==> config.mk <==
export PLATFORM = sky130hd
export DESIGN_NAME = terminal_escape_decoder
export DESIGN_NICKNAME = d
export VERILOG_FILES = /design/src/design/ted_pkg.sv /design/src/design/ted_parser.sv /design/src/design/terminal_escape_decoder.sv
export SDC_FILE = /design/constraint.sdc
export NUM_CORES = 1
export LEC_CHECK = 0
export BUFFER_PORTS_ARGS = -buffer_cell sky130_fd_sc_hd__buf_2
export CAP_MARGIN = 5
export CORE_MARGIN = 2
export CORE_UTILIZATION = 50
export CTS_BUF_LIST = sky130_fd_sc_hd__clkbuf_8
export CTS_CLUSTER_DIAMETER = 100
export CTS_CLUSTER_SIZE = 16
export DETAILED_ROUTE_END_ITERATION = 16
export PLACE_DENSITY = 0.74
export SLEW_MARGIN = 5
export SYNTH_ARGS = -nofsm -noshare
export SYNTH_HDL_FRONTEND = slang
export SYNTH_HIERARCHICAL = 1
export SYNTH_SLANG_ARGS = --single-unit
export TNS_END_PERCENT = 5
==> constraint.sdc <==
create_clock -name i_clk -period 5.4 [get_ports i_clk]
set_clock_uncertainty 0.1 [all_clocks]
set_input_delay 0.27 -clock i_clk [delete_from_list [all_inputs] [get_ports i_clk]]
set_output_delay 0.27 -clock i_clk [all_outputs]
set_load 0.05 [all_outputs]
==> src/design/ted_pkg.sv <==
package ted_pkg;

    // Parser modes, one-hot
    typedef enum logic [3:0] {
        MODE_GROUND = 4'b0001,
        MODE_ESC    = 4'b0010,
        MODE_CSI    = 4'b0100,
        MODE_CSIEQ  = 4'b1000
    } t_mode;

    // Command tokens to the display sink
    typedef enum logic [3:0] {
        CMD_PRINT   = 4'd0,
        CMD_CRLF    = 4'd1,
        CMD_CLR_EOS = 4'd2,
        CMD_CLR_EOL = 4'd3,
        CMD_COL     = 4'd4,
        CMD_GOTO    = 4'd5,
        CMD_DOWN    = 4'd6,
        CMD_UP      = 4'd7,
        CMD_RIGHT   = 4'd8,
        CMD_LEFT    = 4'd9,
        CMD_DELCH   = 4'd10,
        CMD_DELLN   = 4'd11,
        CMD_INSCH   = 4'd12,
        CMD_INSLN   = 4'd13,
        CMD_ATTR    = 4'd14,
        CMD_SHOWCUR = 4'd15
    } t_cmd;

    // Characters
    localparam logic [7:0] CH_BEL   = 8'h07;
    localparam logic [7:0] CH_BS    = 8'h08;
    localparam logic [7:0] CH_TAB   = 8'h09;
    localparam logic [7:0] CH_LF    = 8'h0A;
    localparam logic [7:0] CH_VT    = 8'h0B;
    localparam logic [7:0] CH_FF    = 8'h0C;
    localparam logic [7:0] CH_CR    = 8'h0D;
    localparam logic [7:0] CH_ESC   = 8'h1B;
    localparam logic [7:0] CH_ZERO  = 8'h30;
    localparam logic [7:0] CH_NINE  = 8'h39;
    localparam logic [7:0] CH_SEMI  = 8'h3B;
    localparam logic [7:0] CH_EQ    = 8'h3D;
    localparam logic [7:0] CH_LBRK  = 8'h5B;
    localparam logic [7:0] CH_AT    = 8'h40;
    localparam logic [7:0] CH_A     = 8'h41;
    localparam logic [7:0] CH_B     = 8'h42;
    localparam logic [7:0] CH_C     = 8'h43;
    localparam logic [7:0] CH_D     = 8'h44;
    localparam logic [7:0] CH_E     = 8'h45;
    localparam logic [7:0] CH_H     = 8'h48;
    localparam logic [7:0] CH_J     = 8'h4A;
    localparam logic [7:0] CH_K     = 8'h4B;
    localparam logic [7:0] CH_L     = 8'h4C;
    localparam logic [7:0] CH_M     = 8'h4D;
    localparam logic [7:0] CH_P     = 8'h50;
    localparam logic [7:0] CH_GRAVE = 8'h60;
    localparam logic [7:0] CH_LC_M  = 8'h6D;

    // Attribute word
    localparam logic [15:0] ATTR_RESET   = 16'h0007;
    localparam logic [15:0] ATTR_FG_MASK = 16'h000F;
    localparam logic [15:0] ATTR_FG_WHT  = 16'h0007;
    localparam logic [15:0] ATTR_BRIGHT  = 16'h0008;
    localparam logic [15:0] ATTR_REVERSE = 16'h4000;

    // SGR parameter codes
    localparam int SGR_RESET   = 0;
    localparam int SGR_BOLD    = 1;
    localparam int SGR_NORMAL  = 2;
    localparam int SGR_REVERSE = 7;

    localparam logic [3:0] SEP_MAX = 4'hF;

    typedef struct packed {
        logic        valid;
        t_cmd        cmd;
        logic [7:0]  char_out;
        logic [15:0] arg_a;
        logic [15:0] arg_b;
        logic [15:0] attr_out;
    } t_result;

endpackage

==> src/design/ted_parser.sv <==
module ted_parser import ted_pkg::*; #(
    parameter int VALUE_BITS = 16
) (
    input  logic       i_clk,
    input  logic       i_rst_n,
    input  logic       i_step,
    input  logic [7:0] i_byte,
    output t_result    o_res
);

    localparam int VB = VALUE_BITS;

    t_mode            r_mode, n_mode;
    logic [3:0]       r_sep, n_sep;
    logic [VB-1:0]    r_first, n_first;
    logic [VB-1:0]    r_second, n_second;
    logic [15:0]      r_attr, n_attr;

    logic             w_digit, w_semi, w_collect;
    logic [VB+3:0]    w_f10, w_s10;
    logic [VB-1:0]    w_f_acc, w_s_acc;
    logic [VB+15:0]   w_f_wide, w_s_wide;
    logic [15:0]      w_f_trunc, w_f_or1, w_s_or1;
    logic [3:0]       c_sep;
    logic [VB-1:0]    c_first, c_second;
    logic [15:0]      w_attr_upd;

    // digit accumulate: v*10 + d, saturating
    assign w_digit = (i_byte >= CH_ZERO) && (i_byte <= CH_NINE);
    assign w_semi  = (i_byte == CH_SEMI);
    assign w_collect = w_digit || w_semi;

    assign w_f10 = {1'b0, r_first, 3'b000} + {3'b000, r_first, 1'b0}
                 + (VB+4)'(i_byte[3:0]);
    assign w_s10 = {1'b0, r_second, 3'b000} + {3'b000, r_second, 1'b0}
                 + (VB+4)'(i_byte[3:0]);
    assign w_f_acc = (|w_f10[VB+3:VB]) ? '1 : w_f10[VB-1:0];
    assign w_s_acc = (|w_s10[VB+3:VB]) ? '1 : w_s10[VB-1:0];

    assign w_f_wide  = {16'b0, r_first};
    assign w_s_wide  = {16'b0, r_second};
    assign w_f_trunc = w_f_wide[15:0];
    assign w_f_or1   = (r_first  == '0) ? 16'd1 : w_f_trunc;
    assign w_s_or1   = (r_second == '0) ? 16'd1 : w_s_wide[15:0];

    always_comb begin
        c_sep    = r_sep;
        c_first  = r_first;
        c_second = r_second;
        if (w_digit) begin
            if (r_sep == 4'd0) begin
                c_first = w_f_acc;
            end else if (r_sep == 4'd1) begin
                c_second = w_s_acc;
            end
        end else if (w_semi && (r_sep != SEP_MAX)) begin
            c_sep = r_sep + 4'd1;
        end
    end

    always_comb begin
        w_attr_upd = r_attr;
        if (r_first == VB'(SGR_RESET)) begin
            w_attr_upd = (r_attr & ~ATTR_FG_MASK) | ATTR_FG_WHT;
        end else if (r_first == VB'(SGR_BOLD)) begin
            w_attr_upd = r_attr | ATTR_BRIGHT;
        end else if (r_first == VB'(SGR_NORMAL)) begin
            w_attr_upd = r_attr & ~ATTR_BRIGHT;
        end else if (r_first == VB'(SGR_REVERSE)) begin
            w_attr_upd = r_attr | ATTR_REVERSE;
        end
    end

    always_comb begin
        n_mode   = r_mode;
        n_sep    = r_sep;
        n_first  = r_first;
        n_second = r_second;
        n_attr   = r_attr;
        o_res    = '{valid: 1'b0, cmd: CMD_PRINT, char_out: 8'h00,
                     arg_a: 16'h0000, arg_b: 16'h0000, attr_out: 16'h0000};

        if ((i_byte == CH_BEL) || (i_byte == CH_BS) || (i_byte == CH_TAB)
            || (i_byte == CH_CR)) begin
            o_res.valid    = 1'b1;
            o_res.char_out = i_byte;
        end else if ((i_byte == CH_LF) || (i_byte == CH_FF) || (i_byte == CH_VT)) begin
            o_res.valid    = 1'b1;
            o_res.char_out = CH_LF;
        end else begin
            unique case (r_mode)
                MODE_GROUND: begin
                    if (i_byte == CH_ESC) begin
                        n_mode = MODE_ESC;
                    end else begin
                        o_res.valid    = 1'b1;
                        o_res.char_out = i_byte;
                    end
                end
                MODE_ESC: begin
                    if (i_byte == CH_LBRK) begin
                        n_mode   = MODE_CSI;
                        n_sep    = '0;
                        n_first  = '0;
                        n_second = '0;
                    end else begin
                        n_mode = MODE_GROUND;
                    end
                end
                MODE_CSI: begin
                    if (i_byte == CH_EQ) begin
                        n_mode = MODE_CSIEQ;
                    end else if (w_collect) begin
                        n_sep    = c_sep;
                        n_first  = c_first;
                        n_second = c_second;
                    end else begin
                        n_mode = MODE_GROUND;
                        o_res.valid = 1'b1;
                        unique case (i_byte)
                            CH_J:     o_res.cmd = CMD_CLR_EOS;
                            CH_K:     o_res.cmd = CMD_CLR_EOL;
                            CH_GRAVE: begin
                                o_res.cmd   = CMD_COL;
                                o_res.arg_a = w_f_or1;
                            end
                            CH_H: begin
                                o_res.cmd   = CMD_GOTO;
                                o_res.arg_a = w_f_or1;
                                o_res.arg_b = w_s_or1;
                            end
                            CH_B: begin
                                o_res.cmd   = CMD_DOWN;
                                o_res.arg_a = w_f_or1;
                            end
                            CH_A: begin
                                o_res.cmd   = CMD_UP;
                                o_res.arg_a = w_f_or1;
                            end
                            CH_C: begin
                                o_res.cmd   = CMD_RIGHT;
                                o_res.arg_a = w_f_or1;
                            end
                            CH_D: begin
                                o_res.cmd   = CMD_LEFT;
                                o_res.arg_a = w_f_or1;
                            end
                            CH_E:     o_res.cmd = CMD_CRLF;
                            CH_P:     o_res.cmd = CMD_DELCH;
                            CH_M:     o_res.cmd = CMD_DELLN;
                            CH_AT:    o_res.cmd = CMD_INSCH;
                            CH_L:     o_res.cmd = CMD_INSLN;
                            CH_LC_M: begin
                                o_res.cmd      = CMD_ATTR;
                                o_res.attr_out = w_attr_upd;
                                n_attr         = w_attr_upd;
                            end
                            default:  o_res.valid = 1'b0;
                        endcase
                    end
                end
                MODE_CSIEQ: begin
                    if (w_collect) begin
                        n_sep    = c_sep;
                        n_first  = c_first;
                        n_second = c_second;
                    end else begin
                        n_mode = MODE_GROUND;
                        if (i_byte == CH_C) begin
                            o_res.valid = 1'b1;
                            o_res.cmd   = CMD_SHOWCUR;
                            o_res.arg_a = w_f_trunc;
                        end
                    end
                end
                default: n_mode = MODE_GROUND;
            endcase
        end
    end

    always_ff @(posedge i_clk) begin
        if (!i_rst_n) begin
            r_mode   <= MODE_GROUND;
            r_sep    <= '0;
            r_first  <= '0;
            r_second <= '0;
            r_attr   <= ATTR_RESET;
        end else if (i_step) begin
            r_mode   <= n_mode;
            r_sep    <= n_sep;
            r_first  <= n_first;
            r_second <= n_second;
            r_attr   <= n_attr;
        end
    end

endmodule

==> src/design/terminal_escape_decoder.sv <==
// Channel  | Direction | Handshake               | Payload
// ---------+-----------+-------------------------+-------------------------------------------
// in       | sink      | i_in_valid / o_in_ready | i_byte_in
// out      | source    | o_out_valid/i_out_ready | o_cmd, o_char_out, o_arg_a, o_arg_b,
//          |           |                         | o_attr_out
//
// One request per clock unless the result stalls. A byte is captured in the input
// register, then decoded, and its token (if any) lands in the result register.
// Reset (synchronous, active low) empties both registers, puts the parser in ground
// mode and sets the attribute word to white on black.
// A stalled result holds the input register; one byte is still taken while the
// result waits, after which o_in_ready drops until the sink takes the token.
module terminal_escape_decoder import ted_pkg::*; #(
    parameter int VALUE_BITS = 16
) (
    input  logic        i_clk,
    input  logic        i_rst_n,
    input  logic        i_in_valid,
    output logic        o_in_ready,
    input  logic [7:0]  i_byte_in,
    output logic        o_out_valid,
    input  logic        i_out_ready,
    output logic [3:0]  o_cmd,
    output logic [7:0]  o_char_out,
    output logic [15:0] o_arg_a,
    output logic [15:0] o_arg_b,
    output logic [15:0] o_attr_out
);

    logic       r_in_valid;
    logic [7:0] r_in_byte;
    logic       r_out_valid;
    t_result    r_res;
    t_result    w_res;
    logic       w_adv;

    // Byte moves to the parser when the result slot is free or being emptied;
    // bytes with no token still wait for that, keeping one simple rule.
    assign w_adv      = r_in_valid && (!r_out_valid || i_out_ready);
    assign o_in_ready = !r_in_valid || w_adv;

    always_ff @(posedge i_clk) begin
        if (!i_rst_n) begin
            r_in_valid <= 1'b0;
        end else if (o_in_ready) begin
            r_in_valid <= i_in_valid;
        end
    end

    always_ff @(posedge i_clk) begin
        if (o_in_ready && i_in_valid) begin
            r_in_byte <= i_byte_in;
        end
    end

    ted_parser #(
        .VALUE_BITS (VALUE_BITS)
    ) u_parser (
        .i_clk   (i_clk),
        .i_rst_n (i_rst_n),
        .i_step  (w_adv),
        .i_byte  (r_in_byte),
        .o_res   (w_res)
    );

    // Result register
    always_ff @(posedge i_clk) begin
        if (!i_rst_n) begin
            r_out_valid <= 1'b0;
        end else if (w_adv) begin
            r_out_valid <= w_res.valid;
        end else if (i_out_ready) begin
            r_out_valid <= 1'b0;
        end
    end

    always_ff @(posedge i_clk) begin
        if (w_adv && w_res.valid) begin
            r_res <= w_res;
        end
    end

    assign o_out_valid = r_out_valid;
    assign o_cmd       = r_res.cmd;
    assign o_char_out  = r_res.char_out;
    assign o_arg_a     = r_res.arg_a;
    assign o_arg_b     = r_res.arg_b;
    assign o_attr_out  = r_res.attr_out;

    // Only print tokens carry a character
    a_char_print_only: assert property (@(posedge i_clk) disable iff (!i_rst_n)
        (r_out_valid && (r_res.cmd != CMD_PRINT)) |-> (r_res.char_out == 8'h00))
        else $error("character on non-print token");

    // Only goto carries a second argument
    a_argb_goto_only: assert property (@(posedge i_clk) disable iff (!i_rst_n)
        (r_out_valid && (r_res.cmd != CMD_GOTO)) |-> (r_res.arg_b == 16'h0000))
        else $error("second argument on non-goto token");

    // Attribute word never loses its low foreground bits
    a_attr_fg: assert property (@(posedge i_clk) disable iff (!i_rst_n)
        (r_out_valid && (r_res.cmd == CMD_ATTR)) |-> (r_res.attr_out[2:0] == 3'b111))
        else $error("attribute word lost foreground bits");

    // A held byte stays put while the result side is stalled
    a_in_hold: assert property (@(posedge i_clk) disable iff (!i_rst_n)
        (r_in_valid && !w_adv) |=> (r_in_valid && $stable(r_in_byte)))
        else $error("held input byte changed");

    // Not ready only while a byte is held and the result is stalled
    a_ready_cause: assert property (@(posedge i_clk) disable iff (!i_rst_n)
        !o_in_ready |-> (r_in_valid && r_out_valid && !i_out_ready))
        else $error("input stalled without cause");

endmodule

==> results.sh <==
export IMPL_fill_count=1251
export IMPL_cts_repair_timing_setup_buffer_count=0
export IMPL_worst_pin_slew_ns=1.25
export IMPL_rsz0062_at_grt="no"
export IMPL_achievable_frequency_mhz=238
export IMPL_die_area_um2=15600
export IMPL_finalMaxSlewViolations=0
export IMPL_sw_frac_of_total_pct=24.7
export IMPL_post_cts_resize_count=0
export IMPL_antenna_found_initial=0
export IMPL_post_synth_cell_area_avg_um2=9.92
export IMPL_worst_setup_hold_path_clk_slew_ns=0.07
export IMPL_cts_root_buf="clkbuf_8"
export IMPL_finalNonFillerCells=1010
export IMPL_clkPwrFrac_pct=41.8
export IMPL_pin_count_of_the_biggest_net_entering_global_routing=40
export IMPL_yosysWarningCount=6
export IMPL_pin_count=74
export IMPL_cts_htree_levels=4
export IMPL_share_of_the_synthesized_area_in_the_top_cell_type_pct=28.0
export IMPL_area_growth_synth_to_final_pct=13.2
export IMPL_start_util_pct=50.6
export IMPL_worst_path_arrival_time_ns=4.37
export IMPL_synthArstFlopShare_pct=0
export IMPL_core_region_area_um2=14400
export IMPL_tns_ns=0
export IMPL_vias=5795
export IMPL_worstPathMaxFanout=21
export IMPL_worst_path_buf_inv=1
export IMPL_clock_path_buffers=2
export IMPL_comb_power_share_pct=8.8
export IMPL_place_port_buffers=73
export IMPL_postSynth_topFlopCell="edfxtp_1"
export IMPL_critPathMostFrequentCell="fa_1"
export IMPL_netlist_area_um2=7300
export IMPL_detail_route_vias_per_cell=5.74
export IMPL_cts_made_buffers=17
export IMPL_critical_path_max_stage_delay_ns=0.75
export IMPL_required_ns=5.57
export IMPL_drt_first_iter_violations=403
export IMPL_clkLatencyLatePin_ns=0.44
export IMPL_power_density_cell_area_nw_per_um2=239
export IMPL_timing_final_crit_period_ns=4.20
export IMPL_ys_seq_elements=115
export IMPL_gp_congestion=0.891
export IMPL_final_nets=894
export IMPL_synthCells=736
export IMPL_drc=0
export IMPL_dpl_hpwl_mm=11.6
export IMPL_cell_taking_the_most_area_after_synthesis="edfxtp_1"
export IMPL_post_synth_num_cell_types=77
export IMPL_power_ir_vdd_worst_mv=0.136
export IMPL_grt_overflow=0
export IMPL_seq_power_share_pct=49.4
export IMPL_row_count=44
export IMPL_fin_area_um2=8270
export IMPL_cts_hold_fix_buffers=9
export IMPL_cts_sink_count=115
export IMPL_crit_path_leading_delay_family="simple AND/OR/NAND/NOR gates"
export IMPL_die_width_um=125
export IMPL_number_of_placed_instances_taps_included=969
export IMPL_detail_route_wirelength_mm=16.1
export IMPL_number_of_enable_flip_flop_cells_after_synthesis=68
export IMPL_worstSetupEndpointType="flip-flop"
export IMPL_min_period_over_period_pct=77.8
export IMPL_synth_area_top_cells="edfxtp_1, dfxtp_1, ha_1"
export IMPL_tritoncts="built"
export IMPL_yosysSeqAreaShare_pct=40.8
export IMPL_final_util_pct=57.3
export IMPL_antenna_violating_nets_post_route=0
export IMPL_drt_pass1_iter_count=5
export IMPL_routed_wire_length_per_instance_um=15.9
export IMPL_critical_path_cell_chain="fa_1, inv_1, fa_1, nor2b_1, o31ai_1, a211oi_1, o21ai_1, and4_1, nor3_2, a31oi_1"
export IMPL_cellInternalPower_mw=1.49
export IMPL_setup_worst_path_class="flip-flop to flip-flop"
export IMPL_max_cap_violations=0
export IMPL_timing_hold_worst_class="input pin to flip-flop"
export IMPL_die_height_um=125
export IMPL_endpoints_failing_hold=0
export IMPL_static_leakage_power_nw=3.71
export IMPL_timing_final_setup_violations=0
export IMPL_postPlaceCellArea_um2=7770
export IMPL_diodes=0
export IMPL_final_layout_size_suffix_gt1_share_pct=17.4
export IMPL_timing_slew_headroom_pct=16.7
export IMPL_groute_usage_overall_pct=20.9
export IMPL_power_switching_mw=0.490
export IMPL_setup_reg_to_reg_worst_slack_ns=1.20
export IMPL_outcome="finished clean"
export IMPL_critical_path_slowest_cell="nor3_2"
export IMPL_critical_path_startpoint_type="flip-flop"
export IMPL_number_of_global_route_vias_before_repair=5489
export IMPL_grt_first_pass_wirelength_mm=26.5
## through the flow
step	power (mW)	setup slack, ns	hold slack [ns]
2_1_floorplan	1.13	0.469	0.269
3_3_place_gp	1.16	1.43	0.330
3_5_place_dp	1.16	1.29	0.335
6_report	1.98	1.20	0.0819
5_1_grt	2.05	0.841	0.0686
4_1_cts	2.00	1.26	0.0500
## cell families (layout without fill, tap and decap cells)
group / after synthesis / count (layout) / share of synthesized area (%)
and+or+nand+nor: 257 / 257 / 19.3
DFF: 115 / 115 / 40.8
muxes: 4 / 4 / 0.548
AOI/OAI and AO/OA: 207 / 207 / 20.0
buffers and inverters: 57 / 137 / 3.89
other: 1 / 11 / 0.0513
xor gates and xnor gates: 26 / 26 / 3.12
adders and majority gates: 69 / 69 / 12.2
## routing by layer
metal | wire length, um | GRT usage (%)
met3 | 814 | 4.94
met5 | 0 | 0
met4 | 223 | 7.45
met1 | 7420 | 27.4
met2 | 7630 | 33.9
## final timing paths
path                      startpoint             endpoint  depth (start not counted)
setup / recovery        r_in_byte[3]  u_parser/r_first[2]                         10
hold / removal           i_out_ready          o_out_valid                          3
setup reg to reg        r_in_byte[3]  u_parser/r_first[2]                         10
hold reg to reg   u_parser/r_attr[2]   u_parser/r_attr[2]                          1
## flip-flops by register name, summed over array words and instances (netlist names)
name / count
o_cmd: 4
r_in_byte: 8
u_parser/r_mode: 4
o_out_valid: 1
o_arg_a: 16
r_in_valid: 1
u_parser/r_second: 16
o_char_out: 8
u_parser/r_first: 16
u_parser/r_sep: 4
o_arg_b: 16
o_attr_out: 16
u_parser/r_attr: 5
## worst register-to-register path, delay by kind of cell (launching register included)
kind / cells / cell delay [ns]
buf+inv: 1 / 0.07
flops: 1 / 0.70
simple gates: 3 / 1.18
fa+ha+maj: 2 / 1.14
compound gates: 4 / 0.84
## Yosys cell counts, types with 14 or more instances
cell	n
a21o_1	42
a21oi_1	35
a31oi_1	18
and2_1	21
dfxtp_1	47
edfxtp_1	68
ha_1	65
inv_1	19
nand2_1	77
nor2_1	44
nor2b_1	24
nor3_1	14
o21ai_0	32
xor2_1	15
## layout by cell type (no fill, tap or decap), types with 4 or more instances in the layout
| cell | netlist | final |
|---|---|---|
| clkbuf_8 | 0 | 17 |
| xor2_1 | 15 | 15 |
| mux2i_1 | 4 | 4 |
| and2_1 | 21 | 21 |
| fa_1 | 4 | 4 |
| dfxtp_1 | 47 | 47 |
| ha_1 | 65 | 65 |
| nand2_1 | 77 | 77 |
| nand3b_1 | 4 | 4 |
| o21ai_0 | 32 | 32 |
| nand4_1 | 5 | 5 |
| buf_2 | 11 | 73 |
| nor2_1 | 44 | 43 |
| a31oi_1 | 18 | 18 |
| nor3_1 | 14 | 14 |
| nand2b_1 | 13 | 13 |
| and3_1 | 5 | 5 |
| nor2b_1 | 24 | 24 |
| inv_1 | 19 | 21 |
| nand3_1 | 12 | 12 |
| a21oi_2 | 13 | 13 |
| nor4_1 | 8 | 8 |
| a21o_1 | 42 | 42 |
| or2_2 | 6 | 6 |
| a211oi_1 | 8 | 8 |
| clkinv_2 | 0 | 6 |
| dlygate4sd3_1 | 0 | 9 |
| edfxtp_1 | 68 | 68 |
| xnor2_1 | 11 | 11 |
| or3_1 | 6 | 6 |
| o21a_1 | 12 | 12 |
| bufinv_16 | 0 | 4 |
| a21oi_1 | 35 | 35 |
| conb_1 | 1 | 11 |
## power by group through the flow
stage               Clock [mW]  Combinational (mW)  Sequential, mW
floorplan                    0              0.0616            1.07
global placement             0               0.166           0.994
detailed placement           0               0.168           0.996
CTS                      0.848               0.174           0.977
global route             0.882               0.184           0.981
finish                   0.827               0.174           0.977
## area by class of cell
cell class                 instances  area [um2]  area share, %
clock buffer                      17         234           2.83
clock inverter                    15         173           2.09
inverter                          19        71.3          0.862
multi-input combinational        574        4080           49.3
sequential                       115        2980           36.1
tap                              184         230           2.78
timing repair buffer              86         498           6.02
Power figures use the tool's default switching activity.
